File: src/rtl/svm_pkg.sv
// ----------------------------------------------------------------------------
// svm_pkg: shared types and constants of the sample voice mixer
// Sizes, operation codes, controller states and the command/status bundles.
// ----------------------------------------------------------------------------
package svm_pkg;

   localparam int VOICE_COUNT = 8;
   localparam int CLIP_DEPTH  = 4096;
   localparam int CHANNEL_MAX = 2;

   localparam int CLIP_AW = $clog2(CLIP_DEPTH);
   localparam int LEN_W   = CLIP_AW + 1;
   localparam int OFF_W   = CLIP_AW;
   localparam int VIDX_W  = (VOICE_COUNT > 1) ? $clog2(VOICE_COUNT) : 1;
   localparam int VCNT_W  = $clog2(VOICE_COUNT + 1);
   localparam int PROD_W  = 33;
   localparam int ACC_W   = PROD_W + VCNT_W + 1;

   localparam logic [15:0] UNITY_GAIN = 16'h8000;

   typedef enum logic [1:0] {
      OP_LOAD = 2'd0,
      OP_PLAY = 2'd1,
      OP_MIX  = 2'd2
   } svm_op_type;

   typedef enum logic [1:0] {
      REG_CLIP_CHANNELS = 2'd0,
      REG_OUT_CHANNELS  = 2'd1,
      REG_MAX_VOICES    = 2'd2
   } svm_reg_type;

   typedef enum logic [3:0] {
      ST_IDLE,
      ST_LOAD,
      ST_PLAY,
      ST_PASS,
      ST_ZERO,
      ST_SCAN,
      ST_DRAIN,
      ST_MIXEND,
      ST_WAIT
   } svm_state_type;

   typedef struct packed {
      logic [1:0] clip_channels;
      logic [1:0] out_channels;
      logic [3:0] max_voices;
   } svm_cfg_type;

   typedef struct packed {
      logic capture;
      logic do_load;
      logic do_play;
      logic do_pass;
      logic do_zero;
      logic scan;
      logic do_mix_end;
   } svm_cmd_type;

   typedef struct packed {
      logic bypass;
      logic scan_last;
      logic pipe_idle;
   } svm_status_type;

   function automatic logic [1:0] eff_channels(input logic [1:0] c);
      logic [1:0] r;
      r = c;
      if (c == 2'd0) r = 2'd1;
      if (c > 2'(CHANNEL_MAX)) r = 2'(CHANNEL_MAX);
      return r;
   endfunction

endpackage

File: src/rtl/svm_ctrl.sv
// ----------------------------------------------------------------------------
// svm_ctrl: sequencing of the sample voice mixer
// Decodes each accepted beat and steps the datapath through load, play, zero,
// pass-through or voice scan mix, then hands the result to the output register.
// ----------------------------------------------------------------------------
module svm_ctrl (
   input  logic                    clock,
   input  logic                    reset,
   input  logic                    req_tvalid,
   input  logic [1:0]              req_op,
   output logic                    req_tready,
   input  logic                    out_free,
   output logic                    out_load,
   input  svm_pkg::svm_status_type status,
   output svm_pkg::svm_cmd_type    cmd
);
   import svm_pkg::*;

   svm_state_type state_ff, state_in;

   always_ff @(posedge clock) begin
      if (reset) begin
         state_ff <= ST_IDLE;
      end else begin
         state_ff <= state_in;
      end
   end

   always_comb begin
      state_in   = state_ff;
      cmd        = '0;
      req_tready = 1'b0;
      out_load   = 1'b0;
      case (state_ff)
         ST_IDLE: begin
            req_tready = 1'b1;
            if (req_tvalid) begin
               cmd.capture = 1'b1;
               case (req_op)
                  OP_LOAD: state_in = ST_LOAD;
                  OP_PLAY: state_in = ST_PLAY;
                  OP_MIX:  state_in = status.bypass ? ST_PASS : ST_SCAN;
                  default: state_in = ST_ZERO;
               endcase
            end
         end
         ST_LOAD: begin
            cmd.do_load = 1'b1;
            state_in    = ST_WAIT;
         end
         ST_PLAY: begin
            cmd.do_play = 1'b1;
            state_in    = ST_WAIT;
         end
         ST_PASS: begin
            cmd.do_pass = 1'b1;
            state_in    = ST_WAIT;
         end
         ST_ZERO: begin
            cmd.do_zero = 1'b1;
            state_in    = ST_WAIT;
         end
         ST_SCAN: begin
            cmd.scan = 1'b1;
            if (status.scan_last) state_in = ST_DRAIN;
         end
         ST_DRAIN: begin
            if (status.pipe_idle) state_in = ST_MIXEND;
         end
         ST_MIXEND: begin
            cmd.do_mix_end = 1'b1;
            state_in       = ST_WAIT;
         end
         ST_WAIT: begin
            if (out_free) begin
               out_load = 1'b1;
               state_in = ST_IDLE;
            end
         end
         default: state_in = ST_IDLE;
      endcase
   end

endmodule

File: config.mk
export PLATFORM = sky130hd
export DESIGN_NAME = svm_ctrl
export DESIGN_NICKNAME = d
export VERILOG_FILES = /design/src/rtl/svm_pkg.sv /design/src/rtl/svm_ctrl.sv
export SDC_FILE = /design/constraint.sdc
export NUM_CORES = 1
export LEC_CHECK = 0
export BUFFER_PORTS_ARGS = -buffer_cell sky130_fd_sc_hd__buf_2
export CORE_AREA = 5 5 42 44
export CTS_CLUSTER_SIZE = 14
export DETAILED_ROUTE_END_ITERATION = 6
export DIE_AREA = 0 0 47 49
export GPL_TIMING_DRIVEN = 0
export PLACE_DENSITY = 0.59
export SLEW_MARGIN = 0
export SYNTH_ARGS = -nofsm -noshare
export SYNTH_HDL_FRONTEND = slang
export SYNTH_SLANG_ARGS = --single-unit
File: constraint.sdc
create_clock -name clock -period 2.36 [get_ports clock]
set_input_delay 0.236 -clock clock [delete_from_list [all_inputs] [get_ports clock]]
set_output_delay 0.236 -clock clock [all_outputs]
set_load 0.03 [all_outputs]
Yosys cells after proc, flatten, opt, wreduce, memory -nomap -nowiden
Cells that the tools add are included.
{ "classes": {"n_addsub": 0, "n_mul": 0, "div": 0, "magnitude_cmp": 0, "n_eq_ne": 14, "n_shift": 0, "n_mux": 18, "n_bitwise": 0, "n_reduce_logical": 4} }
{ "op_table": {"columns": ["operator", "count"], "rows": [
  ["$pmux 4 s5", 1],
  ["$eq 4x3->1 const B", 4],
  ["$mux 4", 4],
  ["$mux 1", 11],
  ["$pmux 3 s3", 1],
  ["$eq 4x2->1 const B", 2],
  ["$ne 2x2->1 const B", 4],
  ["$reduce_or 5->1", 1],
  ["$eq 4x1->1 const B", 1],
  ["$eq 4x4->1 const B", 1],
  ["$logic_not 4->1", 1],
  ["$reduce_and 4->1", 1],
  ["$mux 3", 1],
  ["$eq 2x1->1 const B", 1],
  ["$eq 2x2->1 const B", 1],
  ["$logic_not 2->1", 1]
]} }
{ "word_totals": {"ff_bits": 4, "latchBits": 0, "mem_bits_rw": 0, "rom_bits": 0, "in_bits": 9, "output_inout_bits": 9, "word_cells": 37, "mem_count": 0} }

Logic depth before layout (Yosys ltp)
Gate-level depths: netlist of the first run.
{ "logic_depth": {"ltp_word": 4, "ltp_mapped": 5, "mapped_depth_nobuf": 4} }

Worst setup path after synthesis of the first run
OpenSTA, ideal clock, no wires.
{ "synth_timing": {"path_type": "register to output", "startpoint": "register state_ff[1]", "endpoint": "output cmd[6] in the netlist's numbering", "t_arrival_ps": 1955, "required_time_ps": 2124, "setup_slack_ps": 169, "path_stages_with_launch": 4, "n_path_buf": 1, "cell_sequence": "dfxtp_1 > buf_4 > nor4_1 > and2_1"} }
{ "synth_rtl": {"columns": ["element", "line_no", "rtl"], "rows": [
  ["start, declared", "svm_ctrl.sv:19", "svm_state_type state_ff, state_in;"],
  ["start signal, assigned", "svm_ctrl.sv:25", "state_ff <= state_in;"],
  ["end, declared", "svm_ctrl.sv:15", "output svm_pkg::svm_cmd_type cmd"]
]} }

==> flow_summary.toml, run 1 <==
[global_route]
gr-total-overflow = 0
grt_start_max_net_pins = 11
use_met2_pct = 13.3
grt_use_total_pct = 10.1
grt_pass1_vias = 423
grt_busiest_layer = "met1"
grt_use_met3_pct = 5.90
antenna_found_initial = 0
gr-usage-met1_pct = 14.5
grt_pass1_wl_mm = 1.79

[logic_synthesis]
synth-seq-area-share_pct = 19.8
async_flop_share_pct = 0
synth_top_flop_cell = "dfxtp_1"
synth.distinct_cells = 32
synthCells = 53
synth_area_um2 = 405
synth_edf_count = 0
syn_nets = 62
synth_area_leaders = "dfxtp_1, a2111oi_4, nor3_1"
yosysTopAreaCell = "dfxtp_1"
yosysWarnings = 0
ys_ff_latch = 4
avgSynthCellArea_um2 = 7.65
synth_top_area_share_pct = 19.8

[cells_and_area]
diodes = 0
areaGrowthSynthToFinish_pct = 31.5
fin_util_pct = 38.0
final_cell_mix = "buf_2, nor3_1, nor2_1, nand2_1, dfxtp_1"
drive_gt1_share_pct = 34.2
largest_register = "state_ff"
final_cells = 89
largest_register_ffs = 4
nets = 84
final_common_cell = "buf_2"
top_regs = "state_ff: 4 flops"
n_fill_cell = 154

[routing]
drtPass1Iterations = 4
drt-initial-drc-count = 8
avgRoutedWirePerCell_um = 11.5
num_vias = 438
drt-total-wl_mm = 1.02
drc = 0
postRouteAntennaNets = 0
vias_per_cell = 4.92

[min_path]
holdCritStartpoint = "reset"
holdPathStages = 2
hold_path.class = "in2reg"
whs_endpoint = "state_ff[1]"

[clock_network]
clk_latency_ns = 0.24
numClockSinks = 4
clock_path_buffers = 2
ctsHoldBuffers = 0
postCtsSetupBuffers = 0
ctsRootBufferMaster = "clkbuf_4"
numCtsBuffers = 3
htreeDepth = 1
cts_resized = 0
cts.reportedPaths.clkPinSlew_ns = 0.04
cts_tree = "built"

[floorplan]
die_y_um = 49
start_util_pct = 28.9
die_width_um = 47
rows = 14
core-area_mm2 = 0.00140
dieArea_mm2 = 0.00230
ioPinCount = 18

[worst_setup_path]
critPathRequiredTime_ns = 2.12
crit_chain = "buf_4 -> or2b_1 -> nor3_1 -> buf_2"
worstSetupStartpoint = "state_ff[1]"
r2r-start = "state_ff[1]"
regToRegSetupSlack_ns = 1.11
start_kind = "register"
critPathKind = "reg2out"
cp.arrival_ns = 1.41
rr_endpoint = "state_ff[1]"
cp-end-kind = "primary output"
crit_slowest_cell = "dfxtp_1"
slowest_delay_ns = 0.38
reg2reg_depth = 4
crit_path_max_fanout = 10

[timing]
drv_slew = 0
finalHoldViolations = 0
fmax_ghz = 0.606
setup_tns_ns = 0
rsz0062_at_grt = "false"
worst_slew_pin_slew_ns = 0.402
clock_skew_ns = 0.00649
setup_slack_ns = 0.710
period_needed_ns = 1.65
timing.final.crit_share_pct = 69.9
max_slew_margin_pct = 73.0
setup_violations = 0

[power_and_ir_drop]
p_sw_share_pct = 43.2
intPower_mw = 0.209
clockPowerShare_pct = 22.9
max-vdd-ir-drop_v = 0.000400
p_sw_mw = 0.159
p_seq_share_pct = 24.5
p_leak_nw = 0.242
fin_total_pwr_mw = 0.368
pwr-share-comb_pct = 52.6
p_per_area_mw_per_mm2 = 691

[placed_design]
portBuffers = 17
place.gp.congestion = 0.749
dp_cells = 86
post-place-ws_ns = 0.943
hpwl_um = 796

[outcome]
status = "completed"

[run]
maxCapViolCount = 0
-- Yosys cell counts (2+ instances only) --
cell      instances
nand2b_1          3
nand2_1           4
nand3b_1          2
dfxtp_1           4
nor4_1            2
nor3b_1           2
inv_1             2
o21ai_0           2
nor2b_1           2
nor3_1            5
nor2_1            4
-- metal layers --
layer / part of all wire, % / vias to the layer above
li1: - / 231
met1: 46 / 189
met2: 45 / 16
met3: 7.2 / 2
met4: 1.8 / 0
met5: 0 / -
-- kinds of logic (layout without fill, tap and decap cells) --
group | count (synthesis) | count (layout) | synth area share, %
simple gates | 31 | 31 | 44.8
flops | 4 | 4 | 19.8
buf+inv | 6 | 26 | 8.64
xor+xnor | 2 | 2 | 4.32
compound gates | 9 | 9 | 20.1
mux | 1 | 1 | 2.47
-- how the worst max path moves through the flow --
stage | end | slack [ns] | depth (start not counted)
final | cmd[4] | 0.71 | 4
after global routing | cmd[5] | 0.59 | 4
after CTS | cmd[5] | 0.69 | 4
after detailed placement | cmd[0] | 0.94 | 4
after global placement | cmd[6] | 0.95 | 4
after floorplan | cmd[6] | 0.17 | 3
-- power by group through the flow --
stage	registers (mW)	logic [mW]	clock network [mW]
2_1_floorplan	0.0878	0.150	0
3_3_place_gp	0.0918	0.193	0
3_5_place_dp	0.0911	0.195	0
4_1_cts	0.0899	0.196	0.0893
5_1_grt	0.0920	0.212	0.0973
6_report	0.0902	0.194	0.0844
-- per-stage QoR --
step / instance area [um2] / hold slack [ns]
floorplan: 405 / 0.305
global placement: 510 / 0.485
detailed placement: 510 / 0.484
CTS: 533 / 0.235
global route: 533 / 0.240
finish: 533 / 0.249
-- final cells by class --
cell class | instances | area [um2] | share of cell area, %
sequential | 4 | 80.1 | 15.0
tap | 16 | 20.0 | 3.76
multi-input combinational | 43 | 290 | 54.5
buffer | 4 | 27.5 | 5.16
inverter | 2 | 7.51 | 1.41
clock buffer | 3 | 22.5 | 4.23
timing repair buffer | 17 | 85.1 | 16.0
-- worst max-delay path: cells and delay by family, from the launching register on --
family        cells  cell delay [ns]
flops             1             0.38
simple gates      2             0.38
buf+inv           2             0.41
Power figures use the tool's default switching activity.
==> run 2, diff against run 1 <==
==> constraint.sdc (replaced) <==
create_clock -name clock -period 1.7 [get_ports clock]
set_input_delay 0.17 -clock clock [delete_from_list [all_inputs] [get_ports clock]]
set_output_delay 0.17 -clock clock [all_outputs]
set_load 0.03 [all_outputs]
==> run 2 against run 1 <==
Compared with the run above:
- clock skew increased by 0.00072 ns
- sequential power increased by 40%
- core utilization increased by 1.3 points
- design area increased by 3.5%
- hold slack got worse by 0.068 ns
- final cell count unchanged
- total power increased by 45%
- setup slack got worse by 0.58 ns
- critical path depth unchanged
- critical endpoint unchanged
- largest cell class unchanged
==> flow_summary.toml, run 2 (synthesis results as in run 1) <==
[outcome]
status = "completed"

[timing]
period_needed_ns = 1.57
max_slew_margin_pct = 71.4
setup_tns_ns = 0
fmax_ghz = 0.638
drv_slew = 0
worst_slew_pin_slew_ns = 0.426
setup_violations = 0
timing.final.crit_share_pct = 92.2
clock_skew_ns = 0.00721
rsz0062_at_grt = "false"
finalHoldViolations = 0

[cells_and_area]
final_common_cell = "buf_2"
areaGrowthSynthToFinish_pct = 36.1
diodes = 0
top_regs = "state_ff: 4 flops"
n_fill_cell = 155
nets = 84
drive_gt1_share_pct = 37.0
largest_register = "state_ff"
largest_register_ffs = 4
final_cell_mix = "buf_2, nor3_1, nor2_1, nand2_1, dfxtp_1"
fin_util_pct = 39.4

[floorplan]
rows = 14
die_width_um = 47
start_util_pct = 28.9
core-area_mm2 = 0.00140
die_y_um = 49
ioPinCount = 18
dieArea_mm2 = 0.00230

[routing]
drt-total-wl_mm = 1.04
num_vias = 452
drt-initial-drc-count = 2
postRouteAntennaNets = 0
drtPass1Iterations = 4
avgRoutedWirePerCell_um = 11.6
drc = 0
vias_per_cell = 5.08

[global_route]
antenna_found_initial = 0
gr-total-overflow = 0
grt_pass1_vias = 415
grt_use_total_pct = 9.92
grt_start_max_net_pins = 11
grt_pass1_wl_mm = 1.75

[run]
maxCapViolCount = 0

[placed_design]
place.gp.congestion = 0.756
hpwl_um = 833
portBuffers = 17

[power_and_ir_drop]
p_sw_share_pct = 43.1
p_seq_share_pct = 23.6
p_sw_mw = 0.229
intPower_mw = 0.303
pwr-share-comb_pct = 54.3
max-vdd-ir-drop_v = 0.000568
p_per_area_mw_per_mm2 = 965
clockPowerShare_pct = 22.1
p_leak_nw = 0.251

[worst_setup_path]
cp.arrival_ns = 1.40
start_kind = "register"
crit_path_max_fanout = 10
crit_slowest_cell = "dfxtp_1"
crit_chain = "buf_4 -> or2b_1 -> nor3_1 -> buf_4"
reg2reg_depth = 4
rr_endpoint = "state_ff[1]"
cp-end-kind = "primary output"
crit_buf_inv = 2
cpLargestDelayFamily = "simple AND/OR/NAND/NOR gates"
r2r-start = "state_ff[1]"
worst_path_most_repeated_cell = "buf_4"
regToRegSetupSlack_ns = 0.45
critPathKind = "reg2out"
critPathRequiredTime_ns = 1.53
slowest_delay_ns = 0.37

[clock_network]
cts_tree = "built"
numCtsBuffers = 3
numClockSinks = 4
htreeDepth = 1
ctsHoldBuffers = 0
clk_latency_ns = 0.24
clock_path_buffers = 2
ctsRootBufferMaster = "clkbuf_4"
cts.reportedPaths.clkPinSlew_ns = 0.04
postCtsSetupBuffers = 0

[min_path]
hold_path.class = "in2reg"
holdPathStages = 2
whs_endpoint = "state_ff[3]"
holdCritStartpoint = "reset"
## run 2: cell types whose count changed in the layout (fill, tap and decap cells not counted)
cell / before / now
buf_1: 1 / 0
buf_2: 18 / 17
buf_4: 1 / 2
clkbuf_2: 0 / 1
nor4_1: 2 / 1
nor4_4: 0 / 1
## run 2: how the worst max path moves through the flow
stage | to | depth (start not counted) | slack (ns) | from
global route | cmd[4] | 4 | 0.003 | state_ff[1]
global placement | cmd[5] | 4 | 0.29 | state_ff[3]
detailed placement | cmd[1] | 4 | 0.32 | state_ff[3]
finish | cmd[4] | 4 | 0.13 | state_ff[1]
floorplan | cmd[4] | 3 | 0.11 | state_ff[1]
CTS | cmd[1] | 4 | 0.06 | state_ff[3]
## run 2: final cells by class
class                      count  area [um2]  share of cell area [%]
inverter                       2        7.51                    1.36
clock buffer                   3        22.5                    4.08
multi-input combinational     43         305                    55.3
buffer                         4        28.8                    5.22
timing repair buffer          17        87.6                    15.9
tap                           16        20.0                    3.63
sequential                     4        80.1                    14.5
## run 2: through the flow
step	total power, mW	setup slack, ns	instances	instance area (um2)	hold WS, ns
final	0.532	0.132	89	552	0.181
after global routing	0.579	0.00347	89	552	0.164
after CTS	0.538	0.0620	89	548	0.168
after detailed placement	0.415	0.317	86	526	0.414
after global placement	0.413	0.295	86	526	0.418
after floorplan	0.347	0.107	53	420	0.239
## run 2: repair_timing
action                     4_1_cts  5_1_grt
setup endpoints to repair        0        5
hold endpoints to repair         0        0
resized for setup                0        2
## run 2: power groups by stage
stage | registers (mW) | logic, mW | clock network [mW]
floorplan | 0.122 | 0.225 | 0
global placement | 0.127 | 0.286 | 0
detailed placement | 0.127 | 0.288 | 0
CTS | 0.126 | 0.289 | 0.124
global route | 0.129 | 0.316 | 0.135
finish | 0.126 | 0.289 | 0.118
## run 2: layer usage
metal | track usage [%] | part of all wire (%)
met1 | 13.6 | 44
met2 | 14.3 | 50
met3 | 5.90 | 6.6
met4 | 0 | 0
met5 | 0 | 0
